$ cat config.mk
export PLATFORM = sky130hd
export DESIGN_NAME = pmmd_item_queue
export DESIGN_NICKNAME = d
export VERILOG_FILES = /design/src/hw/rtl/pmmd_pkg.sv /design/src/hw/rtl/pmmd_item_queue.sv
export SDC_FILE = /design/constraint.sdc
export NUM_CORES = 1
export LEC_CHECK = 0
export BUFFER_PORTS_ARGS = -buffer_cell sky130_fd_sc_hd__buf_2
export CAP_MARGIN = 20
export CORE_MARGIN = 3
export CORE_UTILIZATION = 55
export CTS_BUF_LIST = sky130_fd_sc_hd__clkbuf_4
export CTS_CLUSTER_DIAMETER = 200
export DETAILED_ROUTE_END_ITERATION = 8
export PLACE_DENSITY = 0.84
export SYNTH_ARGS = -nofsm -noshare
export SYNTH_HDL_FRONTEND = slang
export SYNTH_SLANG_ARGS = --single-unit
$ cat constraint.sdc
create_clock -name clock -period 14.6 [get_ports clock]
set_clock_uncertainty 0.1 [all_clocks]
set_input_delay 4.38 -clock clock [delete_from_list [all_inputs] [get_ports clock]]
set_output_delay 4.38 -clock clock [all_outputs]
set_load 0.1 [all_outputs]
$ cat src/hw/rtl/pmmd_pkg.sv
// Shared types, codes and column arithmetic of the plot column min/max decimator.
package pmmd_pkg;

   localparam int X_BITS    = 32;
   localparam int Y_BITS    = 16;
   localparam int FRAC_BITS = 16;
   localparam int COL_BITS  = 32;
   localparam int CSR_BITS  = 32;
   localparam int PROD_BITS = X_BITS + CSR_BITS;
   localparam int RND_BITS  = PROD_BITS - FRAC_BITS + 1;

   localparam int QUEUE_DEPTH = 8;
   localparam int QPTR_BITS   = $clog2(QUEUE_DEPTH);
   localparam int QCNT_BITS   = $clog2(QUEUE_DEPTH + 1);
   localparam int RES_DEPTH   = 4;
   localparam int RPTR_BITS   = $clog2(RES_DEPTH);
   localparam int RCNT_BITS   = $clog2(RES_DEPTH + 1);
   localparam int ROLE_COUNT  = 4;

   localparam logic [1:0] KIND_START  = 2'd0;
   localparam logic [1:0] KIND_SAMPLE = 2'd1;
   localparam logic [1:0] KIND_FLUSH  = 2'd2;

   localparam logic [1:0] ROLE_FIRST = 2'd0;
   localparam logic [1:0] ROLE_MIN   = 2'd1;
   localparam logic [1:0] ROLE_MAX   = 2'd2;
   localparam logic [1:0] ROLE_LAST  = 2'd3;

   localparam logic [1:0] STATUS_OK          = 2'd0;
   localparam logic [1:0] STATUS_X_DECREASED = 2'd1;
   localparam logic [1:0] STATUS_ZERO_SCALE  = 2'd2;

   localparam logic [1:0] CSR_X_MIN        = 2'd0;
   localparam logic [1:0] CSR_PIXELS_PER_X = 2'd1;
   localparam logic [1:0] CSR_X_PER_PIXEL  = 2'd2;

   localparam logic [CSR_BITS-1:0] X_MIN_RESET        = CSR_BITS'(0);
   localparam logic [CSR_BITS-1:0] PIXELS_PER_X_RESET = CSR_BITS'(65536);
   localparam logic [CSR_BITS-1:0] X_PER_PIXEL_RESET  = CSR_BITS'(65536);

   typedef struct packed {
      logic [1:0]               kind;
      logic [X_BITS-1:0]        x;
      logic signed [Y_BITS-1:0] y;
   } req_item_type;

   typedef struct packed {
      logic [X_BITS-1:0]        point_x;
      logic signed [Y_BITS-1:0] point_y;
      logic [1:0]               role;
      logic                     last;
      logic [1:0]               status;
      logic [X_BITS-1:0]        bound_min_x;
      logic [X_BITS-1:0]        bound_max_x;
      logic signed [Y_BITS-1:0] bound_min_y;
      logic signed [Y_BITS-1:0] bound_max_y;
   } rsp_item_type;

   typedef struct packed {
      req_item_type        item;
      logic [COL_BITS-1:0] column;
   } work_item_type;

   typedef struct packed {
      logic          valid;
      work_item_type work;
   } work_push_type;

   // Round half away from zero, then saturate to the signed column range.
   function automatic logic [COL_BITS-1:0] column_from_product(
      input logic [PROD_BITS-1:0] prod,
      input logic                 neg
   );
      logic [COL_BITS:0] mag;
      logic [COL_BITS:0] sat_neg;
      logic [COL_BITS:0] max_pos;
      sat_neg = (COL_BITS+1)'(1) << (COL_BITS - 1);
      max_pos = sat_neg - (COL_BITS+1)'(1);
      if (|prod[PROD_BITS-1:COL_BITS+FRAC_BITS-1]) begin
         mag = sat_neg;
      end else begin
         mag = (COL_BITS+1)'(prod[COL_BITS+FRAC_BITS-2:FRAC_BITS])
             + (COL_BITS+1)'(prod[FRAC_BITS-1]);
      end
      if (neg) begin
         if (mag > sat_neg) begin
            mag = sat_neg;
         end
         return COL_BITS'(0) - mag[COL_BITS-1:0];
      end
      if (mag > max_pos) begin
         mag = max_pos;
      end
      return mag[COL_BITS-1:0];
   endfunction

endpackage

$ cat src/hw/rtl/pmmd_item_queue.sv
// Short queue of classified transactions between the front end and the aggregator.
module pmmd_item_queue import pmmd_pkg::*; (
   input  logic                 clock,
   input  logic                 reset,
   input  work_push_type        push,
   input  logic                 pop,
   output work_item_type        head,
   output logic                 empty,
   output logic [QCNT_BITS-1:0] count
);

   work_item_type         mem_ff [QUEUE_DEPTH];
   logic [QPTR_BITS-1:0]  wr_ptr_ff;
   logic [QPTR_BITS-1:0]  rd_ptr_ff;
   logic [QCNT_BITS-1:0]  count_ff;
   logic [QCNT_BITS-1:0]  count_in;

   assign count_in = count_ff + QCNT_BITS'(push.valid) - QCNT_BITS'(pop);

   always_ff @(posedge clock) begin
      if (reset) begin
         wr_ptr_ff <= '0;
         rd_ptr_ff <= '0;
         count_ff  <= '0;
      end else begin
         if (push.valid) begin
            wr_ptr_ff <= wr_ptr_ff + QPTR_BITS'(1);
         end
         if (pop) begin
            rd_ptr_ff <= rd_ptr_ff + QPTR_BITS'(1);
         end
         count_ff <= count_in;
      end
      if (push.valid) begin
         mem_ff[wr_ptr_ff] <= push.work;
      end
   end

   assign head  = mem_ff[rd_ptr_ff];
   assign empty = count_ff == '0;
   assign count = count_ff;

endmodule

== Yosys cells after proc, flatten, opt, wreduce, memory -nomap -nowiden ==
Memory sizes are Yosys's and may differ from the RTL's. A register that Yosys moved wholly into a read port is not among the register bits.
Index checks and enable logic that the tools add are counted.

* $add $sub $neg: 4
* Multiplexer cells: 4
* Reductions and logical operators: 1

{| class="wikitable"
|+ Operator list
! operator !! number
|-
| $add 3x1->3 const B || 2
|-
| $mux 3 || 2
|-
| $add 4x1->4 || 1
|-
| $logic_not 4->1 || 1
|-
| $sub 4x1->4 || 1
|-
| $mux 1 || 2
|}

* Bits in registers: 10
* RAM bits: 656
* Output and inout bits: 87
* Memories: 1

{| class="wikitable"
|+ Memories
! name !! words !! bits a word !! read ports !! clocked after Yosys merged registers in !! write ports !! RTL line !! text
|-
| mem_ff || 8 || 82 || 1 || 1 || 1 || pmmd_item_queue.sv:12 || <nowiki>work_item_type mem_ff [QUEUE_DEPTH];</nowiki>
|}

== Logic depth before layout (Yosys ltp) ==
* Word-level depth: 3
* Gate-level depth with buffers: 8
* Gate-level depth less buffers: 8

== Least setup slack after synthesis ==
Ideal clock, no wire load.

* Kind: input to register
* Start point: in push[82] (netlist name)
* End point: mem mem_ff[0][0] (netlist name), enable pin
* Data arrival time: 10,031 ps
* Setup slack: 3,846 ps
* Cell stages on the path: 2
* Path buffers: 0
* Cell sequence: nand2b_1 -> nor3_1

* Longest elaborated chain between the ends: 2

{| class="wikitable"
|+ RTL lines
! what !! RTL line !! text
|-
| start: declaration || pmmd_item_queue.sv:5 || <nowiki>input work_push_type push,</nowiki>
|-
| $mux 1 || pmmd_item_queue.sv:34 || <nowiki>if (push.valid) begin</nowiki>
|-
| $mux 1 (not written as such) || pmmd_item_queue.sv:35 || <nowiki>mem_ff[wr_ptr_ff] <= push.work;</nowiki>
|-
| end: declaration || pmmd_item_queue.sv:12 ||
|}

Every way passes these cells.

==> impl_metrics.tcl <==
set metrics [dict create \
    drtIter0Drc 826 \
    antenna_left 0 \
    syn_to_final_growth_pct 13.26 \
    hold_viol 0 \
    initial_core_util_pct 56.47 \
    vias 11770 \
    grt_overflow 0 \
    port_buffers 172 \
    cts_tree "yes" \
    grt_pass1_vias 12550 \
    critPathTopFamily "buffers and inverters" \
    arrival_ps 4280 \
    timing_worst_slew_pin_value_ps 1061 \
    min_period_over_period_pct 60.03 \
    leakage_nw 9.878 \
    clock_latency_ps 960 \
    setup_tns_ps 0 \
    drc 0 \
    cts.clk_slew.worst_paths_ps 60 \
    synth.top_cell.area_share_pct 75.89 \
    detail_route.wl_per_cell_um 23.56 \
    peakVddDrop_v 0.0001330 \
    place_congestion 0.6646 \
    fmax_mhz 114.1 \
    via_per_inst 5.760 \
    path_buf_inv 2 \
    post_cts_buffers 0 \
    setup_ws_ps 5835 \
    p_per_area_nw_per_um2 147.4 \
    io_pins 173 \
    dp_hpwl_um 24780 \
    cts_buffer_depth 3 \
    std_cell_rows 78 \
    cp-start-kind "flip-flop" \
    ys_types 24 \
    yosysTopAreaCell "edfxtp_1" \
    final_nets 1419 \
    slowest_delay_ps 1020 \
    place_ws_ps 6707 \
    report.final.setup_viol 0 \
    grt_max_degree 65 \
    critPathCaptureType "output port" \
    maxCapViolations 0 \
    crit_required_ps 10120 \
    clock-root-buffer "clkbuf_4" \
    cts.sinks 669 \
    worstPathCellList "buf_4 -> mux4_1 -> mux2_2 -> buf_2" \
    netlist_instances 1015 \
    firstDrtPassIters 5 \
    hold_class "flip-flop to flip-flop" \
    yosysSeqAreaShare_pct 76.90 \
    grt_usage_pct 19.78 \
    die_w_um 223.2 \
    coreArea_um2 45970 \
    syn-cell-area_um2 25960 \
    synth-seq-cells 669 \
    dieArea_um2 49840 \
    crit_slowest_cell "dfxtp_4" \
    status "finished, final reports clean" \
    routed_wl_um 48160 \
    yosysWarningCount 0 \
    path_max_fanout 62 \
    synth.area.top_cells "edfxtp_1, mux4_1, mux2_2, mux4_2, clkbuf_8" \
    avgSynthCellArea_um2 25.57 \
    numCtsBuffers 161 \
    antenna_found_initial 8 \
    relSlewSlack_pct 29.27 \
    reg2reg_setup_slack_ps 11620 \
    synth.net_count 1109 \
    critPathKind "flip-flop to output port" \
    cts_resized 0 \
    grt_pass1_wl_um 72850 \
    fin_crit_ps 8765 \
    rsz0062_at_grt "no" \
    drv_slew 0 \
    ctsHoldBuffers 0 \
    fin_hold_ws_ps 442.3 \
    drive_above_1_share_pct 39.42 \
    die_height_um 223.2 \
    cts-htree-levels 4 \
]
==> placed cells by master, fill, tap and decap left out, drive strengths merged <==
cell        n
edfxtp    656
clkbuf    238
buf       193
mux4      164
mux2       82
clkinv     25
nor2       16
dfxtp      13
inv        10
diode       8
ha          7
bufinv      6
nand2       4
nand2b      4
xor2        3
nor3        2
mux2i       2
xnor2       2
a21oi       2
clkinvlp    2
and3        1
nor2b       1
nand3       1
a31o        1
fa          1
==> sequential cells by signal, summed over array words and instances (netlist names), named ones only <==
signal	cells
mem_ff	656
wr_ptr_ff	3
count	4
rd_ptr_ff	3
==> cell usage after synthesis, drive strengths merged <==
library cell and n:
edfxtp 656, mux4 164, mux2 82, buf 24, clkbuf 22, nor2 16
dfxtp 13, ha 7, inv 7, nand2 4, nand2b 4, xor2 3
a21oi 2, mux2i 2, nor3 2, xnor2 2, a31o 1, and3 1
fa 1, nand3 1, nor2b 1
==> final timing paths <==
check,start,end,depth (start not counted)
min,rd_ptr_ff[1]$_SDFFE_PP0P_,flip-flop,2
max reg2reg,wr_ptr_ff[0]$_SDFFE_PP0P_,mem_ff[1][54]$_DFFE_PP_,4
min reg2reg,rd_ptr_ff[1]$_SDFFE_PP0P_,flip-flop,2
max,flip-flop,head[3],4
==> logic make-up after synthesis <==
family	synth area share [%]
buffers and inverters	2.097
AND/OR/NAND/NOR	0.4917
multiplexers	19.86
adder cells (fa/ha/maj)	0.4145
XOR/XNOR	0.1687
AO/OA/AOI/OAI	0.07231
flip-flops	76.90
==> area by class of cell <==
class / instances / area, um^2
Sequential cell: 669 / 19970
Inverter: 7 / 26.28
Clock inverter: 36 / 316.6
Antenna cell: 8 / 20.02
Clock buffer: 238 / 1787
Fill cell: 2946 / 16570
Multi-Input combinational cell: 293 / 5508
Tap cell: 600 / 750.7
Timing Repair Buffer: 193 / 1018
==> metrics by stage <==
step	power, mW	cells	util (%)	cell area (um^2)
after detailed placement	2.846	1762	59.33	27270
after floorplan	2.734	1015	-	25960
after CTS	4.396	2036	63.91	29380
after global placement	2.832	1762	59.33	27270
after global routing	4.519	2042	63.94	29390
final	4.333	2044	63.95	29400
==> where the power goes <==
group	switching [mW]	total (mW)	internal, mW
registers	0.0265	2.19	2.16
logic	0.459	0.609	0.151
clock network	0.687	1.53	0.848
==> worst reg2reg max path: cells and delay by family (launching register included) <==
kind / cells / cell delay (ps)
DFF: 1 / 480
buffers and inverters: 2 / 1220
and+or+nand+nor: 2 / 740
==> routing by layer <==
metal	GRT usage, %	share of wire [%]	up-vias
met5	0	0.15	-
met4	9.167	2.5	10
met3	5.539	6.2	86
met2	32.21	51	395
met1	25.02	40	6081
li1	-	-	5202
Note: power is estimated with default switching activity, not from simulation.
