## src/hw/rtl/pmmd_pkg.sv

```systemverilog
// Shared types, codes and column arithmetic of the plot column min/max decimator.
package pmmd_pkg;

   localparam int X_BITS    = 32;
   localparam int Y_BITS    = 16;
   localparam int FRAC_BITS = 16;
   localparam int COL_BITS  = 32;
   localparam int CSR_BITS  = 32;
   localparam int PROD_BITS = X_BITS + CSR_BITS;
   localparam int RND_BITS  = PROD_BITS - FRAC_BITS + 1;

   localparam int QUEUE_DEPTH = 8;
   localparam int QPTR_BITS   = $clog2(QUEUE_DEPTH);
   localparam int QCNT_BITS   = $clog2(QUEUE_DEPTH + 1);
   localparam int RES_DEPTH   = 4;
   localparam int RPTR_BITS   = $clog2(RES_DEPTH);
   localparam int RCNT_BITS   = $clog2(RES_DEPTH + 1);
   localparam int ROLE_COUNT  = 4;

   localparam logic [1:0] KIND_START  = 2'd0;
   localparam logic [1:0] KIND_SAMPLE = 2'd1;
   localparam logic [1:0] KIND_FLUSH  = 2'd2;

   localparam logic [1:0] ROLE_FIRST = 2'd0;
   localparam logic [1:0] ROLE_MIN   = 2'd1;
   localparam logic [1:0] ROLE_MAX   = 2'd2;
   localparam logic [1:0] ROLE_LAST  = 2'd3;

   localparam logic [1:0] STATUS_OK          = 2'd0;
   localparam logic [1:0] STATUS_X_DECREASED = 2'd1;
   localparam logic [1:0] STATUS_ZERO_SCALE  = 2'd2;

   localparam logic [1:0] CSR_X_MIN        = 2'd0;
   localparam logic [1:0] CSR_PIXELS_PER_X = 2'd1;
   localparam logic [1:0] CSR_X_PER_PIXEL  = 2'd2;

   localparam logic [CSR_BITS-1:0] X_MIN_RESET        = CSR_BITS'(0);
   localparam logic [CSR_BITS-1:0] PIXELS_PER_X_RESET = CSR_BITS'(65536);
   localparam logic [CSR_BITS-1:0] X_PER_PIXEL_RESET  = CSR_BITS'(65536);

   typedef struct packed {
      logic [1:0]               kind;
      logic [X_BITS-1:0]        x;
      logic signed [Y_BITS-1:0] y;
   } req_item_type;

   typedef struct packed {
      logic [X_BITS-1:0]        point_x;
      logic signed [Y_BITS-1:0] point_y;
      logic [1:0]               role;
      logic                     last;
      logic [1:0]               status;
      logic [X_BITS-1:0]        bound_min_x;
      logic [X_BITS-1:0]        bound_max_x;
      logic signed [Y_BITS-1:0] bound_min_y;
      logic signed [Y_BITS-1:0] bound_max_y;
   } rsp_item_type;

   typedef struct packed {
      req_item_type        item;
      logic [COL_BITS-1:0] column;
   } work_item_type;

   typedef struct packed {
      logic          valid;
      work_item_type work;
   } work_push_type;

   // Round half away from zero, then saturate to the signed column range.
   function automatic logic [COL_BITS-1:0] column_from_product(
      input logic [PROD_BITS-1:0] prod,
      input logic                 neg
   );
      logic [COL_BITS:0] mag;
      logic [COL_BITS:0] sat_neg;
      logic [COL_BITS:0] max_pos;
      sat_neg = (COL_BITS+1)'(1) << (COL_BITS - 1);
      max_pos = sat_neg - (COL_BITS+1)'(1);
      if (|prod[PROD_BITS-1:COL_BITS+FRAC_BITS-1]) begin
         mag = sat_neg;
      end else begin
         mag = (COL_BITS+1)'(prod[COL_BITS+FRAC_BITS-2:FRAC_BITS])
             + (COL_BITS+1)'(prod[FRAC_BITS-1]);
      end
      if (neg) begin
         if (mag > sat_neg) begin
            mag = sat_neg;
         end
         return COL_BITS'(0) - mag[COL_BITS-1:0];
      end
      if (mag > max_pos) begin
         mag = max_pos;
      end
      return mag[COL_BITS-1:0];
   endfunction

endpackage

```

## src/hw/rtl/pmmd_front.sv

```systemverilog
// Front end: accepts transactions and maps each x to its display column.
module pmmd_front import pmmd_pkg::*; (
   input  logic                 clock,
   input  logic                 reset,
   input  logic                 req_push,
   input  req_item_type         req_item,
   output logic                 req_full,
   input  logic [CSR_BITS-1:0]  x_min,
   input  logic [CSR_BITS-1:0]  pixels_per_x,
   input  logic [QCNT_BITS-1:0] queue_count,
   output work_push_type        push
);

   logic                  accept;
   logic [QCNT_BITS:0]    reserved;

   logic                  v1_ff;
   req_item_type          it1_ff;
   logic                  neg1_ff;
   logic [X_BITS-1:0]     a1_ff;
   logic                  neg1_in;
   logic [X_BITS-1:0]     a1_in;

   logic                  v2_ff;
   req_item_type          it2_ff;
   logic                  neg2_ff;
   logic [PROD_BITS-1:0]  prod2_ff;
   logic [PROD_BITS-1:0]  prod2_in;

   // Hold back input while the queue cannot take everything in flight.
   assign reserved = (QCNT_BITS+1)'(queue_count) + (QCNT_BITS+1)'(v1_ff)
                   + (QCNT_BITS+1)'(v2_ff);
   assign req_full = reserved >= (QCNT_BITS+1)'(QUEUE_DEPTH);
   assign accept   = req_push & ~req_full;

   assign neg1_in  = req_item.x < x_min;
   assign a1_in    = neg1_in ? (x_min - req_item.x) : (req_item.x - x_min);
   assign prod2_in = PROD_BITS'(a1_ff) * PROD_BITS'(pixels_per_x);

   always_ff @(posedge clock) begin
      if (reset) begin
         v1_ff <= 1'b0;
         v2_ff <= 1'b0;
      end else begin
         v1_ff <= accept;
         v2_ff <= v1_ff;
      end
      it1_ff   <= req_item;
      neg1_ff  <= neg1_in;
      a1_ff    <= a1_in;
      it2_ff   <= it1_ff;
      neg2_ff  <= neg1_ff;
      prod2_ff <= prod2_in;
   end

   assign push.valid       = v2_ff;
   assign push.work.item   = it2_ff;
   assign push.work.column = column_from_product(prod2_ff, neg2_ff);

endmodule

```

## config.mk

```make
export PLATFORM = sky130hd
export DESIGN_NAME = pmmd_front
export DESIGN_NICKNAME = d
export VERILOG_FILES = /design/src/hw/rtl/pmmd_pkg.sv /design/src/hw/rtl/pmmd_front.sv
export SDC_FILE = /design/constraint.sdc
export NUM_CORES = 2
export LEC_CHECK = 0
export ABC_CLOCK_PERIOD_IN_PS = 11900
export BUFFER_PORTS_ARGS = -buffer_cell sky130_fd_sc_hd__buf_2
export CORE_MARGIN = 1.5
export CORE_UTILIZATION = 60
export CTS_CLUSTER_DIAMETER = 200
export CTS_CLUSTER_SIZE = 16
export DETAILED_ROUTE_END_ITERATION = 7
export GPL_ROUTABILITY_DRIVEN = 0
export HOLD_SLACK_MARGIN = 0.02
export PLACE_DENSITY = 0.84
export SYNTH_ARGS = -nofsm -noshare
export SYNTH_HDL_FRONTEND = slang
export SYNTH_SLANG_ARGS = --single-unit
export TNS_END_PERCENT = 5
```

## constraint.sdc

```tcl
create_clock -name clock -period 11.9 [get_ports clock]
set_clock_uncertainty 0.2 [all_clocks]
set_input_delay 2.38 -clock clock [delete_from_list [all_inputs] [get_ports clock]]
set_output_delay 2.38 -clock clock [all_outputs]
set_load 0.1 [all_outputs]
```

Word level (Yosys, flattened, before mapping)
Cells that the tools add are included.
{"block": "classes", "magnitude_cmp": 4, "n_mul": 1, "n_mux": 9, "reduce_logical": 1, "add_sub_neg": 6, "bitwise_logic": 2}
{"cell": "$mux 32", "n": 5}
{"cell": "$mux 33", "n": 3}
{"cell": "$mul 32x32->64", "n": 1}
{"cell": "$sub 32x32->32", "n": 2}
{"cell": "$gt 33x31->1 const B", "n": 1}
{"cell": "$gt 33x32->1 const B", "n": 1}
{"cell": "$add 31x1->32", "n": 1}
{"cell": "$lt 32x32->1", "n": 1}
{"cell": "$sub 1x32->32 const A", "n": 1}
{"cell": "$reduce_or 17->1", "n": 1}
{"cell": "$add 4x1->5", "n": 1}
{"cell": "$add 5x1->5", "n": 1}
{"cell": "$ge 5x4->1 const B", "n": 1}
{"cell": "$and 1x1->1", "n": 1}
{"cell": "$mux 1", "n": 1}
{"cell": "$not 1->1", "n": 1}
{"block": "word_totals", "inputBits": 121, "wordCells": 35, "reg_bits": 200}

Logic depth before layout (Yosys ltp)
{"block": "logic_depth", "depth_word": 9, "ltp_mapped": 30, "mapped_depth_nobuf": 29}

Worst setup path after synthesis
No wires, ideal clock.
{"block": "synth_path", "kind": "input -> register", "startpoint": "in pixels_per_x[8]", "endpoint": "reg prod2_ff[63]", "required_ns": 11.628, "n_path_buf": 2, "path_stages": 26, "setup_time_ns": 0.072, "setup_slack_ns": 2.280, "arrival_time_ns": 9.347, "path_cell_list": "clkbuf_1 -> nand2_1 -> fa_1 -> fa_1 -> fa_1 -> fa_1 -> inv_1 -> fa_1 -> fa_1 -> fa_1 -> inv_1 -> fa_1 -> inv_1 -> ha_1 -> clkbuf_1 -> a21o_1 -> a21o_1 -> a21oi_1 -> o21ai_0 -> a2111oi_0 -> o21ai_0 -> a211o_1 -> a21oi_1 -> o21ai_1 -> a311oi_1 -> xnor2_1"}
{"block": "synth_via", "elab_chain_len": 1}
{"item": "from (decl)", "line_no": "pmmd_front.sv:9", "text": "input logic [CSR_BITS-1:0] pixels_per_x,"}
{"item": "$mul 32x32->64", "line_no": "pmmd_front.sv:38", "text": "assign prod2_in = PROD_BITS'(a1_ff) * PROD_BITS'(pixels_per_x);"}
{"item": "named net prod2_in[63]", "line_no": "pmmd_front.sv:28", "text": "logic [PROD_BITS-1:0] prod2_in;"}
{"item": "to (signal assigned)", "line_no": "pmmd_front.sv:53", "text": "prod2_ff <= prod2_in;"}
{"item": "to (decl)", "line_no": "pmmd_front.sv:27", "text": "logic [PROD_BITS-1:0] prod2_ff;"}
The timed path passes the listed nets, and every way through them passes these cells.
A chain may end at the register's enable or synchronous reset.

Final worst setup path
{"block": "layout_path", "startpoint": "in pixels_per_x[9]", "endpoint": "reg prod2_ff[62]"}
The elaborated chain is that of the path after synthesis.

==> flow_summary.yaml <==
routing:
  wl_mm: 114
  drt_iter0_drc: 2740
  vias_per_cell: 5.87
  antenna_left: 0
  dr_total_vias: 32894
  drtPass1Iterations: 6
  wire_per_inst_um: 20.4
  remaining_drc_errors: 0
synthesis:
  synth-edff-count: 0
  synth-seq-cells: 185
  synthCells: 4669
  synth_area_um2: 42000
  synthArstFlopShare_pct: 0
  avgSynthCellArea_um2: 9.00
  synth_warnings: 0
  ys_seq_area_share_pct: 8.82
  synth.net_count: 6015
  synth_flop_cell: "dfxtp_1"
  synth.distinct_cells: 78
sta:
  hold_ws_ns: 0.110
  setup_tns_ns: 0
  grt_setup_unrepaired: "no"
  slew_viol_final: 0
  max_freq_mhz: 96.8
  setup_viol: 0
  worst_pin_slew_ns: 1.28
  period_minus_slack_ns: 10.33
  slew_headroom_pct: 13.8
  hold_violations: 0
  fin_crit_sh_pct: 86.8
final_layout:
  final_core_util_pct: 63.9
  area_growth_pct: 4.89
  final_common_cell: "inv_1"
  layout_common_cells: "inv_1 (948), fa_1 (898), and2_1 (604), nand2_1 (521), ha_1 (327)"
  fillers: 5505
  drive_gt1_share_pct: 6.44
  num-nets-final: 6004
setup_path:
  start_kind: "input port"
  cp.arrival_ns: 10.51
  end_kind: "flip-flop"
  critical_path_class: "input port to flip-flop"
  required_ns: 12.08
  r2r_cells: 24
  cp_max_fo: 32
placement:
  port_buffers: 204
  dp_hpwl_mm: 86.6
clock_tree:
  clk_path_buf_depth: 2
  htreeDepth: 4
  clock_latency_ns: 0.51
  post_cts_buffers: 0
  cts_tree: "yes"
  hold_buffers: 0
  post_cts_resized: 0
  clock_tree.root_cell: "clkbuf_16"
  clk_pin_slew_worst_paths_ns: 0.10
  cts_buffers: 17
  clock-sinks: 185
die:
  die_x_um: 268
  ios: 205
  dieArea_um2: 71600
  core-area_um2: 68900
  die_h_um: 268
  rows: 96
  start_util_pct: 60.9
global_route:
  first_global_vias: 35127
  grt_first_pass_wirelength_mm: 184
  grt.total_usage_pct: 33.2
  grt-ovfl-total: 0
  antenna_found_initial: 3
  grt_max_degree: 57
run_status:
  status: "completed"
worst_hold_path:
  worst_hold_path_type: "flip-flop to flip-flop"
  holdPathStages: 0
job:
  drv_cap: 0
worst paths after layout:
path / from / endpoint / slack, ns
min reg2reg: it1_ff[18] / push[50] / 0.11
max: pixels_per_x[9] / prod2_ff[62] / 1.57
min: it1_ff[18] / push[50] / 0.11
max reg2reg: a1_ff[18] / prod2_ff[62] / 3.06
logic make-up (layout without fill, tap and decap cells):
family	count (synthesis)	in the layout	share of synthesized area [%]
other cells	0	3	0
compound gates	464	464	7.07
mux	13	13	0.313
xor+xnor	114	114	2.38
simple gates	1462	1462	18.1
flops	185	185	8.82
fa+ha+maj	1225	1225	52.5
buf+inv	1206	1208	10.8
metrics by stage:
stage | instance area, µm² | setup slack (ns) | instances
3_3_place_gp | 43400 | 1.50 | 5570
3_5_place_dp | 43400 | 1.21 | 5570
5_1_grt | 44100 | 1.26 | 5603
6_report | 44100 | 1.57 | 5605
4_1_cts | 44100 | 1.73 | 5602
2_1_floorplan | 42000 | 2.28 | 4669
synth_stat cells (4+ instances only):
cell type,count,area [µm²]
a2111oi_0,4,35.0
a211o_1,5,43.8
a211oi_1,18,135
a21boi_0,5,37.5
a21o_1,67,503
a21oi_1,144,721
a311o_1,5,50.1
a311oi_1,4,35.0
a31oi_1,19,119
a41oi_1,5,43.8
and2_1,604,3780
and3_1,18,113
and4_1,8,70.1
buf_2,9,45.0
clkbuf_1,243,912
dfxtp_1,185,3700
fa_1,898,18000
ha_1,327,4090
inv_1,948,3560
mux2i_1,12,120
nand2_1,521,1960
nand2b_1,23,144
nand3_1,46,230
nand4_1,30,188
nor2_1,94,353
nor2b_1,21,131
nor3_1,46,230
nor4_1,16,100
o211a_1,6,60.1
o211ai_1,10,75.1
o21a_1,21,158
o21ai_0,85,425
o21ai_1,7,35.0
o21bai_1,8,60.1
o311ai_0,4,35.0
o31a_1,4,35.0
o31ai_1,14,105
o41ai_1,4,35.0
or3_1,11,68.8
xnor2_1,61,534
xor2_1,53,464
per-layer routing:
metal / share of wire (%) / track usage (%) / vias to the layer above
met5: 0 / 0 / -
met2: 48 / 54.5 / 1928
met3: 10 / 7.27 / 538
li1: - / - / 14065
met1: 35 / 40.4 / 16363
met4: 6.8 / 19.6 / 0
state kept, by name, indices dropped and copies added, names as in the netlist:
signal	count
neg1_ff	1
push	50
it1_ff	50
v2_ff	1
a1_ff	32
prod2_ff	49
neg2_ff	1
v1_ff	1
worst max-delay path: stages:
cell	delay [ns]
buf_2	0.60
and2_1	0.25
fa_1	0.46
fa_1	0.54
inv_1	0.06
fa_1	0.49
fa_1	0.52
inv_1	0.06
fa_1	0.56
fa_1	0.43
fa_1	0.51
fa_1	0.42
ha_1	0.40
a21o_1	0.23
a21oi_1	0.20
o211ai_1	0.11
a31oi_1	0.18
o21ai_1	0.24
o2111ai_1	0.35
o21ai_1	0.22
a211oi_1	0.51
o211ai_1	0.21
a2111oi_0	0.46
nor3_1	0.11
area by class of cell:
cell class / count / area [µm²] / share of cell area [%]
inverter: 949 / 3560 / 8.08
tap: 931 / 1160 / 2.64
multi-input combinational: 3278 / 33800 / 76.6
clock buffer: 17 / 425 / 0.965
antenna: 3 / 7.51 / 0.0170
sequential: 185 / 3730 / 8.46
clock inverter: 15 / 229 / 0.520
timing repair buffer: 227 / 1190 / 2.71
Power is left out: the tool's default activity adds up to more than one toggle a clock period on the data nets, which glitch-free logic cannot reach.
