File: src/hw/rtl/pmmd_pkg.sv
// Shared types, codes and column arithmetic of the plot column min/max decimator.
package pmmd_pkg;

   localparam int X_BITS    = 32;
   localparam int Y_BITS    = 16;
   localparam int FRAC_BITS = 16;
   localparam int COL_BITS  = 32;
   localparam int CSR_BITS  = 32;
   localparam int PROD_BITS = X_BITS + CSR_BITS;
   localparam int RND_BITS  = PROD_BITS - FRAC_BITS + 1;

   localparam int QUEUE_DEPTH = 8;
   localparam int QPTR_BITS   = $clog2(QUEUE_DEPTH);
   localparam int QCNT_BITS   = $clog2(QUEUE_DEPTH + 1);
   localparam int RES_DEPTH   = 4;
   localparam int RPTR_BITS   = $clog2(RES_DEPTH);
   localparam int RCNT_BITS   = $clog2(RES_DEPTH + 1);
   localparam int ROLE_COUNT  = 4;

   localparam logic [1:0] KIND_START  = 2'd0;
   localparam logic [1:0] KIND_SAMPLE = 2'd1;
   localparam logic [1:0] KIND_FLUSH  = 2'd2;

   localparam logic [1:0] ROLE_FIRST = 2'd0;
   localparam logic [1:0] ROLE_MIN   = 2'd1;
   localparam logic [1:0] ROLE_MAX   = 2'd2;
   localparam logic [1:0] ROLE_LAST  = 2'd3;

   localparam logic [1:0] STATUS_OK          = 2'd0;
   localparam logic [1:0] STATUS_X_DECREASED = 2'd1;
   localparam logic [1:0] STATUS_ZERO_SCALE  = 2'd2;

   localparam logic [1:0] CSR_X_MIN        = 2'd0;
   localparam logic [1:0] CSR_PIXELS_PER_X = 2'd1;
   localparam logic [1:0] CSR_X_PER_PIXEL  = 2'd2;

   localparam logic [CSR_BITS-1:0] X_MIN_RESET        = CSR_BITS'(0);
   localparam logic [CSR_BITS-1:0] PIXELS_PER_X_RESET = CSR_BITS'(65536);
   localparam logic [CSR_BITS-1:0] X_PER_PIXEL_RESET  = CSR_BITS'(65536);

   typedef struct packed {
      logic [1:0]               kind;
      logic [X_BITS-1:0]        x;
      logic signed [Y_BITS-1:0] y;
   } req_item_type;

   typedef struct packed {
      logic [X_BITS-1:0]        point_x;
      logic signed [Y_BITS-1:0] point_y;
      logic [1:0]               role;
      logic                     last;
      logic [1:0]               status;
      logic [X_BITS-1:0]        bound_min_x;
      logic [X_BITS-1:0]        bound_max_x;
      logic signed [Y_BITS-1:0] bound_min_y;
      logic signed [Y_BITS-1:0] bound_max_y;
   } rsp_item_type;

   typedef struct packed {
      req_item_type        item;
      logic [COL_BITS-1:0] column;
   } work_item_type;

   typedef struct packed {
      logic          valid;
      work_item_type work;
   } work_push_type;

   // Round half away from zero, then saturate to the signed column range.
   function automatic logic [COL_BITS-1:0] column_from_product(
      input logic [PROD_BITS-1:0] prod,
      input logic                 neg
   );
      logic [COL_BITS:0] mag;
      logic [COL_BITS:0] sat_neg;
      logic [COL_BITS:0] max_pos;
      sat_neg = (COL_BITS+1)'(1) << (COL_BITS - 1);
      max_pos = sat_neg - (COL_BITS+1)'(1);
      if (|prod[PROD_BITS-1:COL_BITS+FRAC_BITS-1]) begin
         mag = sat_neg;
      end else begin
         mag = (COL_BITS+1)'(prod[COL_BITS+FRAC_BITS-2:FRAC_BITS])
             + (COL_BITS+1)'(prod[FRAC_BITS-1]);
      end
      if (neg) begin
         if (mag > sat_neg) begin
            mag = sat_neg;
         end
         return COL_BITS'(0) - mag[COL_BITS-1:0];
      end
      if (mag > max_pos) begin
         mag = max_pos;
      end
      return mag[COL_BITS-1:0];
   endfunction

endpackage

File: src/hw/rtl/pmmd_back.sv
// Aggregator: column state, running bounds, point x and the result queue.
module pmmd_back import pmmd_pkg::*; (
   input  logic                clock,
   input  logic                reset,
   input  logic [CSR_BITS-1:0] x_min,
   input  logic [CSR_BITS-1:0] pixels_per_x,
   input  logic [CSR_BITS-1:0] x_per_pixel,
   input  logic                q_empty,
   input  work_item_type       q_head,
   output logic                q_pop,
   input  logic                rsp_pop,
   output logic                rsp_empty,
   output rsp_item_type        rsp_item
);

   localparam logic [2:0] ST_IDLE = 3'd0;
   localparam logic [2:0] ST_EXEC = 3'd1;
   localparam logic [2:0] ST_MUL  = 3'd2;
   localparam logic [2:0] ST_RND  = 3'd3;
   localparam logic [2:0] ST_SUM  = 3'd4;
   localparam logic [2:0] ST_EMIT = 3'd5;
   localparam logic [2:0] ST_ERR  = 3'd6;

   localparam logic [RND_BITS:0] X_SAT = (RND_BITS+1)'({X_BITS{1'b1}});

   logic [2:0]               state_ff, state_in;
   work_item_type            cur_ff, cur_in;
   logic                     series_fresh_ff, series_fresh_in;
   logic                     col_valid_ff, col_valid_in;
   logic [X_BITS-1:0]        prior_x_ff, prior_x_in;
   logic [COL_BITS-1:0]      open_col_ff, open_col_in;
   logic signed [Y_BITS-1:0] col_first_ff, col_first_in;
   logic signed [Y_BITS-1:0] col_last_ff, col_last_in;
   logic signed [Y_BITS-1:0] col_min_ff, col_min_in;
   logic signed [Y_BITS-1:0] col_max_ff, col_max_in;
   logic [X_BITS-1:0]        seen_x_low_ff, seen_x_low_in;
   logic [X_BITS-1:0]        seen_x_high_ff, seen_x_high_in;
   logic signed [Y_BITS-1:0] seen_y_low_ff, seen_y_low_in;
   logic signed [Y_BITS-1:0] seen_y_high_ff, seen_y_high_in;
   logic [COL_BITS-1:0]      em_col_ff, em_col_in;
   logic signed [Y_BITS-1:0] em_y_ff [ROLE_COUNT];
   logic signed [Y_BITS-1:0] em_y_in [ROLE_COUNT];
   logic [1:0]               err_status_ff, err_status_in;
   logic [PROD_BITS-1:0]     prod_ff, prod_in;
   logic [RND_BITS-1:0]      rnd_ff, rnd_in;
   logic [X_BITS-1:0]        px_ff, px_in;
   logic [1:0]               emit_idx_ff, emit_idx_in;

   rsp_item_type             res_q_ff [RES_DEPTH];
   logic [RPTR_BITS-1:0]     res_wr_ff, res_rd_ff;
   logic [RCNT_BITS-1:0]     res_cnt_ff;
   logic                     res_room;
   logic                     res_push;
   logic                     res_take;
   rsp_item_type             res_data;

   logic                     em_neg;
   logic [COL_BITS-1:0]      em_mag;
   logic [RND_BITS:0]        pos_sum;
   logic [X_BITS-1:0]        cx;
   logic signed [Y_BITS-1:0] cy;
   logic                     fresh;

   assign res_room = res_cnt_ff != RCNT_BITS'(RES_DEPTH);
   assign res_take = rsp_pop & (res_cnt_ff != '0);
   assign em_neg   = em_col_ff[COL_BITS-1];
   assign em_mag   = em_neg ? (COL_BITS'(0) - em_col_ff) : em_col_ff;
   assign pos_sum  = (RND_BITS+1)'(rnd_ff) + (RND_BITS+1)'(x_min);
   assign cx       = cur_ff.item.x;
   assign cy       = cur_ff.item.y;
   assign fresh    = series_fresh_ff;

   always_comb begin
      state_in        = state_ff;
      cur_in          = cur_ff;
      series_fresh_in = series_fresh_ff;
      col_valid_in    = col_valid_ff;
      prior_x_in      = prior_x_ff;
      open_col_in     = open_col_ff;
      col_first_in    = col_first_ff;
      col_last_in     = col_last_ff;
      col_min_in      = col_min_ff;
      col_max_in      = col_max_ff;
      seen_x_low_in   = seen_x_low_ff;
      seen_x_high_in  = seen_x_high_ff;
      seen_y_low_in   = seen_y_low_ff;
      seen_y_high_in  = seen_y_high_ff;
      em_col_in       = em_col_ff;
      em_y_in         = em_y_ff;
      err_status_in   = err_status_ff;
      prod_in         = prod_ff;
      rnd_in          = rnd_ff;
      px_in           = px_ff;
      emit_idx_in     = emit_idx_ff;
      q_pop           = 1'b0;
      res_push        = 1'b0;
      res_data        = '0;
      res_data.bound_min_x = seen_x_low_ff;
      res_data.bound_max_x = seen_x_high_ff;
      res_data.bound_min_y = seen_y_low_ff;
      res_data.bound_max_y = seen_y_high_ff;

      unique case (state_ff)
         ST_IDLE: begin
            if (!q_empty) begin
               q_pop    = 1'b1;
               cur_in   = q_head;
               state_in = ST_EXEC;
            end
         end
         ST_EXEC: begin
            state_in = ST_IDLE;
            unique case (cur_ff.item.kind)
               KIND_START: begin
                  series_fresh_in = 1'b1;
               end
               KIND_FLUSH: begin
                  if (col_valid_ff) begin
                     em_col_in  = open_col_ff;
                     em_y_in[0] = col_first_ff;
                     em_y_in[1] = col_min_ff;
                     em_y_in[2] = col_max_ff;
                     em_y_in[3] = col_last_ff;
                     state_in   = ST_MUL;
                  end
               end
               KIND_SAMPLE: begin
                  if (pixels_per_x == '0 || x_per_pixel == '0) begin
                     err_status_in = STATUS_ZERO_SCALE;
                     state_in      = ST_ERR;
                  end else begin
                     if (fresh) begin
                        series_fresh_in = 1'b0;
                        seen_x_low_in   = cx;
                        seen_x_high_in  = cx;
                        seen_y_low_in   = cy;
                        seen_y_high_in  = cy;
                     end else begin
                        if (cx > seen_x_high_ff) seen_x_high_in = cx;
                        if (cx < seen_x_low_ff)  seen_x_low_in  = cx;
                        if (cy > seen_y_high_ff) seen_y_high_in = cy;
                        if (cy < seen_y_low_ff)  seen_y_low_in  = cy;
                     end
                     if (!fresh && cx < prior_x_ff) begin
                        err_status_in = STATUS_X_DECREASED;
                        state_in      = ST_ERR;
                     end else begin
                        prior_x_in = cx;
                        if (col_valid_ff && !fresh && cur_ff.column == open_col_ff) begin
                           col_last_in = cy;
                           if (cy < col_min_ff) col_min_in = cy;
                           if (cy > col_max_ff) col_max_in = cy;
                        end else begin
                           // Column changed: snapshot the old one for output.
                           if (col_valid_ff && !fresh) begin
                              em_col_in  = open_col_ff;
                              em_y_in[0] = col_first_ff;
                              em_y_in[1] = col_min_ff;
                              em_y_in[2] = col_max_ff;
                              em_y_in[3] = col_last_ff;
                              state_in   = ST_MUL;
                           end
                           col_valid_in = 1'b1;
                           open_col_in  = cur_ff.column;
                           col_first_in = cy;
                           col_last_in  = cy;
                           col_min_in   = cy;
                           col_max_in   = cy;
                        end
                     end
                  end
               end
               default: begin
                  state_in = ST_IDLE;
               end
            endcase
         end
         ST_MUL: begin
            prod_in  = PROD_BITS'(em_mag) * PROD_BITS'(x_per_pixel);
            state_in = ST_RND;
         end
         ST_RND: begin
            rnd_in   = RND_BITS'(prod_ff[PROD_BITS-1:FRAC_BITS])
                     + RND_BITS'(prod_ff[FRAC_BITS-1]);
            state_in = ST_SUM;
         end
         ST_SUM: begin
            if (em_neg) begin
               px_in = (rnd_ff > RND_BITS'(x_min)) ? X_BITS'(0)
                                                   : (x_min - rnd_ff[X_BITS-1:0]);
            end else begin
               px_in = (pos_sum > X_SAT) ? {X_BITS{1'b1}} : pos_sum[X_BITS-1:0];
            end
            emit_idx_in = ROLE_FIRST;
            state_in    = ST_EMIT;
         end
         ST_EMIT: begin
            if (res_room) begin
               res_push         = 1'b1;
               res_data.point_x = px_ff;
               res_data.point_y = em_y_ff[emit_idx_ff];
               res_data.role    = emit_idx_ff;
               res_data.last    = emit_idx_ff == ROLE_LAST;
               res_data.status  = STATUS_OK;
               emit_idx_in      = emit_idx_ff + 2'd1;
               if (emit_idx_ff == ROLE_LAST) begin
                  state_in = ST_IDLE;
               end
            end
         end
         ST_ERR: begin
            if (res_room) begin
               res_push        = 1'b1;
               res_data.last   = 1'b1;
               res_data.status = err_status_ff;
               state_in        = ST_IDLE;
            end
         end
         default: begin
            state_in = ST_IDLE;
         end
      endcase
   end

   always_ff @(posedge clock) begin
      if (reset) begin
         state_ff        <= ST_IDLE;
         series_fresh_ff <= 1'b0;
         col_valid_ff    <= 1'b0;
         prior_x_ff      <= '0;
         open_col_ff     <= '0;
         col_first_ff    <= '0;
         col_last_ff     <= '0;
         col_min_ff      <= '0;
         col_max_ff      <= '0;
         seen_x_low_ff   <= '0;
         seen_x_high_ff  <= '0;
         seen_y_low_ff   <= '0;
         seen_y_high_ff  <= '0;
         res_wr_ff       <= '0;
         res_rd_ff       <= '0;
         res_cnt_ff      <= '0;
      end else begin
         state_ff        <= state_in;
         series_fresh_ff <= series_fresh_in;
         col_valid_ff    <= col_valid_in;
         prior_x_ff      <= prior_x_in;
         open_col_ff     <= open_col_in;
         col_first_ff    <= col_first_in;
         col_last_ff     <= col_last_in;
         col_min_ff      <= col_min_in;
         col_max_ff      <= col_max_in;
         seen_x_low_ff   <= seen_x_low_in;
         seen_x_high_ff  <= seen_x_high_in;
         seen_y_low_ff   <= seen_y_low_in;
         seen_y_high_ff  <= seen_y_high_in;
         if (res_push) begin
            res_wr_ff <= res_wr_ff + RPTR_BITS'(1);
         end
         if (res_take) begin
            res_rd_ff <= res_rd_ff + RPTR_BITS'(1);
         end
         res_cnt_ff <= res_cnt_ff + RCNT_BITS'(res_push) - RCNT_BITS'(res_take);
      end
      cur_ff        <= cur_in;
      em_col_ff     <= em_col_in;
      em_y_ff       <= em_y_in;
      err_status_ff <= err_status_in;
      prod_ff       <= prod_in;
      rnd_ff        <= rnd_in;
      px_ff         <= px_in;
      emit_idx_ff   <= emit_idx_in;
      if (res_push) begin
         res_q_ff[res_wr_ff] <= res_data;
      end
   end

   assign rsp_empty = res_cnt_ff == '0;
   assign rsp_item  = res_q_ff[res_rd_ff];

endmodule

File: config.mk
export PLATFORM = sky130hd
export DESIGN_NAME = pmmd_back
export DESIGN_NICKNAME = d
export VERILOG_FILES = /design/src/hw/rtl/pmmd_pkg.sv /design/src/hw/rtl/pmmd_back.sv
export SDC_FILE = /design/constraint.sdc
export NUM_CORES = 2
export LEC_CHECK = 0
export BUFFER_PORTS_ARGS = -buffer_cell sky130_fd_sc_hd__buf_2
export CAP_MARGIN = 20
export CORE_MARGIN = 2
export CORE_UTILIZATION = 40
export DETAILED_ROUTE_END_ITERATION = 10
export GPL_ROUTABILITY_DRIVEN = 0
export PLACE_DENSITY = 0.63
export REMOVE_ABC_BUFFERS = 1
export SLEW_MARGIN = 20
export SYNTH_ARGS = -nofsm -noshare
export SYNTH_HDL_FRONTEND = slang
export SYNTH_SLANG_ARGS = --single-unit
export TNS_END_PERCENT = 50
File: constraint.sdc
create_clock -name clock -period 10.8 [get_ports clock]
set_input_delay 1.62 -clock clock [delete_from_list [all_inputs] [get_ports clock]]
set_output_delay 1.62 -clock clock [all_outputs]
set_load 0.005 [all_outputs]
---- Word level (Yosys, flattened, before mapping) ----
Memories as Yosys holds them, arrays and structs flattened. A register that Yosys moved wholly into a read port is not among the register bits.
Index checks and enable logic that the tools add are counted.
operators by class
  add/subtract/negate cells ............... 9
  multipliers ............................. 1
  magnitude comparators ................... 10
  eq/ne operators ......................... 22
  multiplexer cells ....................... 59
  bitwise logic cells ..................... 6
  reductions and logical operators ........ 34
operator list
  cell                   count
  $mux 32                13
  $mux 64                5
  $mux 16                10
  $pmux 64 s2            1
  $logic_not 32->1       2
  $lt 32x32->1           2
  $mul 32x32->64         1
  $pmux 32 s2            1
  $mux 53                1
  $add 49x32->50         1
  $gt 50x32->1 const B   1
  $mux 50                1
  $add 48x1->49          1
  $gt 49x32->1           1
  $bmux 16 s2            1
  $eq 32x32->1           1
  $gt 16x16->1           2
  $gt 32x32->1           1
  $lt 16x16->1           2
  $sub 1x32->32 const A  1
  $sub 32x32->32         1
  $reduce_and 4->1       6
  $mux 3                 7
  $pmux 3 s7             1
  32 further kinds       77
storage, ports and cells
  bits in registers ....................... 563
  bits in writable memories ............... 596
  input port bits ......................... 182
  output and inout port bits .............. 151
  logic and storage cells ................. 172
  memories kept ........................... 1
memories
  name      depth  width  rd ports  clocked after Yosys merged registers in  wr ports  line             text
  res_q_ff  4      149    1         1                                        1         pmmd_back.sv:49  rsp_item_type res_q_ff [RES_DEPTH];

---- Longest topological paths before layout ----
  word-level depth ........................ 8
  mapped depth ............................ 40
  gate-level depth less buffers ........... 36

---- Worst setup path after synthesis ----
No wires, ideal clock.
  path kind ............................... input port to output port
  start ................................... in q_empty
  end ..................................... out q_pop
  arrival time ............................ 9489 ps
  data required time ...................... 9180 ps
  slack ................................... -309 ps
  cell stages on the path ................. 1
  buffers on the path ..................... 0
  cell sequence ........................... nor4_1
between the ends
  longest elaborated chain between the ends .. 2
ends and longest elaborated chain
  item         line              text
  from (decl)  pmmd_back.sv:8    input logic q_empty,
  $mux 1       pmmd_back.sv:105  if (!q_empty) begin
  $mux 1       pmmd_back.sv:103  unique case (state_ff)
  to (decl)    pmmd_back.sv:10   output logic q_pop,
Every way passes these cells.

---- Worst setup path in the final report ----
  start ................................... reg em_col_ff[0]
  end ..................................... reg prod_ff[49], data pin
between the ends
  longest elaborated chain between the ends .. 3
ends and longest elaborated chain
  item                    line              text
  from (decl)             pmmd_back.sv:40   logic [COL_BITS-1:0] em_col_ff, em_col_in;
  from (signal assigned)  pmmd_back.sv:266  em_col_ff <= em_col_in;
  $sub 1x32->32           pmmd_back.sv:67   assign em_mag = em_neg ? (COL_BITS'(0) - em_col_ff) : em_col_ff;
  $mux 32 (*)             pmmd_back.sv:67
  $mul 32x32->64 (*)      pmmd_back.sv:179  prod_in = PROD_BITS'(em_mag) * PROD_BITS'(x_per_pixel);
  to (signal assigned)    pmmd_back.sv:269  prod_ff <= prod_in;
  to (decl)               pmmd_back.sv:44   logic [PROD_BITS-1:0] prod_ff, prod_in;
Every way passes the cells marked *; elsewhere a longest branch is shown, timed or not.
A chain may end at the register's enable or synchronous reset.

==> qor.yml <==
antenna_found_initial: 25
synth_ff_type: "edfxtp_1"
final_cell_mix: "inv_1, edfxtp_1, fa_1"
hpwl_um: 165000
final_common_cell: "inv_1"
crit_arrival_ns: 10.93
ys_warn_count: 0
synth.distinct_cells: 95
synth-edff-count: 908
finalMaxSlewViolations: 0
finalClockSkew_ns: 0.0346
synth_seq_cells: 1146
slowest_delay_ns: 0.57
status: "complete, no violations"
endpoint_kind: "register"
drc: 0
viasPerCell: 5.31
synth-xor-area-share_pct: 2.23
die_area_sq_mm: 0.216
post_cts_hold_buffer_count: 0
pre_cts_ws_ns: 0.136
fmax_mhz: 95.5
synthMuxAreaShare_pct: 6.18
crit_type: "register to register"
grt_max_degree: 155
wirelength_um: 224000
min_path_type: "register to register"
synth_fa_ha_area_share_pct: 28.9
syn_area_sq_mm: 0.0848
layout.nets: 9140
pin_count: 333
grt_pass1_wl_um: 345000
synthToLayoutAreaGrowth_pct: 10.7
die_w_um: 465
grt-ovfl-total: 0
clock_latency_ns: 0.73
die_h_um: 465
cts.htree.levels: 3
drt_iter0_markers: 4460
cts_buffers: 113
postRouteAntennaNets: 0
setup_tns_ns: 0
min_period_ns: 10.47
synthesis.instances: 7346
rows: 169
ys_seq_area_share_pct: 37.8
drive_gt1_share_pct: 12.0
cp_slowest_cell: "fa_1"
finalSetupViolations: 0
cts_buffer_depth: 3
worst_slack_ns: 0.331
fp.coreArea_sq_mm: 0.211
worstPathRequired_ns: 11.26
synthArstFlopShare_pct: 0
synth_compound_area_share_pct: 6.11
cts_root_buf: "clkbuf_16"
synth-simple-area-share_pct: 11.9
fin_crit_sh_pct: 96.9
finalHoldViolCount: 0
cts.sinks: 1146
vias: 55600
slew_headroom_pct: 24.4
start_util_pct: 40.1
max_cap_violations: 0
first_global_vias: 57700
worst_pin_slew_ns: 1.13
cts.clk_slew.worst_paths_ns: 0.07
first_pass_iters: 7
syn_avg_cell_area_sq_um: 11.5
grt_use_total_pct: 20.6
synth_top_family_by_area: "adder cells"
tritoncts: "done"
io_buffer_count: 332
worst_path_most_repeated_cell: "fa_1"
crit_fanout: 18
cp-start-kind: "register"
routedWlPerCell_um: 21.4
## sequential cells by signal, summed over array words and instances, names as in the netlist, 32 cells and up, named ones only
| signal | cells |
|---|---|
| prod_ff | 49 |
| px_ff | 32 |
| em_col_ff | 32 |
| cx | 32 |
| rnd_ff | 49 |
| cur_ff | 34 |
| open_col_ff | 32 |
| res_q_ff | 596 |
| seen_x_low_ff | 32 |
| em_y_ff | 64 |
| prior_x_ff | 32 |
| seen_x_high_ff | 32 |
## routing by layer
metal  part of all wire, %  vias up  track usage (%)
li1                      -    24800                -
met1                    42    28500             27.4
met2                    48     1843             34.5
met3                   6.1      373             2.80
met4                   3.7        6             7.40
met5                 0.015        -                0
## path summary, 6_finish.rpt
kind	start	end	slack [ns]	cells past startpoint
min reg2reg	col_last_ff[7]$_SDFFE_PP0P_	em_y_ff[7]$_DFFE_PP_	0.41	0
min	col_last_ff[7]$_SDFFE_PP0P_	em_y_ff[7]$_DFFE_PP_	0.41	0
max	em_col_ff[0]$_DFFE_PP_	prod_ff[49]$_DFFE_PP_	0.33	31
max reg2reg	em_col_ff[0]$_DFFE_PP_	prod_ff[49]$_DFFE_PP_	0.33	31
## what timing repair did
item,CTS,global route
endpoints found under the setup margin,0,12
buffers inserted,0,1
resized for setup,0,26
## cells in the mapped netlist (5+ instances only)
library cell / instances / area, sq um
a2111oi_0: 10 / 87.6
a211o_1: 7 / 61.3
a211oi_1: 15 / 113
a21o_1: 130 / 976
a21oi_1: 166 / 831
a21oi_2: 5 / 43.8
a311oi_1: 36 / 315
a31oi_1: 18 / 113
and2_1: 584 / 3650
and3_1: 110 / 688
and4_1: 10 / 87.6
buf_1: 36 / 135
buf_2: 27 / 135
buf_4: 7 / 52.6
clkbuf_1: 313 / 1170
dfxtp_1: 238 / 4760
edfxtp_1: 908 / 27300
fa_1: 898 / 18000
ha_1: 524 / 6560
inv_1: 1141 / 4280
inv_2: 8 / 30.0
mux2i_1: 149 / 1490
mux4_2: 165 / 3720
nand2_1: 601 / 2260
nand2b_1: 30 / 188
nand3_1: 71 / 355
nand4_1: 67 / 419
nor2_1: 277 / 1040
nor2b_1: 69 / 432
nor3_1: 61 / 305
nor3b_1: 8 / 60.1
nor4_1: 34 / 213
o211ai_1: 9 / 67.6
o21a_1: 24 / 180
o21ai_0: 101 / 505
o21ai_1: 12 / 60.1
o21bai_1: 23 / 173
o31a_1: 31 / 272
o31ai_1: 50 / 375
o41ai_1: 40 / 350
or2_2: 6 / 37.5
or3_1: 15 / 93.8
xnor2_1: 170 / 1490
xor2_1: 46 / 403
## per-stage QoR
step | instance area, sq um | hold WS [ns] | std cells | util (%)
after floorplan | 83300 | 0.408 | 6960 | -
after global placement | 89900 | 0.411 | 10200 | 42.5
after detailed placement | 89900 | 0.414 | 10200 | 42.5
after CTS | 93700 | 0.406 | 10400 | 44.3
after global routing | 93900 | 0.430 | 10500 | 44.4
final | 93900 | 0.408 | 10500 | 44.4
## worst max-delay path, delay by kind of cell, from the launching register on
family | cells | cell delay (ns)
AO/OA/AOI/OAI | 7 | 2.56
XOR/XNOR | 1 | 0.37
adder cells (fa/ha/maj) | 10 | 4.52
buffers and inverters | 6 | 0.55
flip-flops | 1 | 0.42
multiplexers | 1 | 0.15
AND/OR/NAND/NOR | 6 | 1.64
## final cells by class
cell class | count | area (sq um)
Sequential cell | 1146 | 32000
Clock buffer | 139 | 3040
Clock inverter | 68 | 751
Timing Repair Buffer | 461 | 2730
Inverter | 1149 | 4310
Multi-Input combinational cell | 4665 | 47500
Fill cell | 19400 | 118000
Antenna cell | 16 | 40.0
Tap cell | 2821 | 3530
## logic make-up (layout without fill, tap and decap cells)
logic type	count (synthesis)	count (layout)
simple gates	1968	1968
buf+inv	1535	1817
fa+ha+maj	1422	1422
flops	1146	1146
compound gates	742	742
mux	317	317
xor+xnor	216	216
other cells	0	16
Power is left out: the tool's default activity adds up to more than one toggle a clock period on the data nets, which glitch-free logic cannot reach.
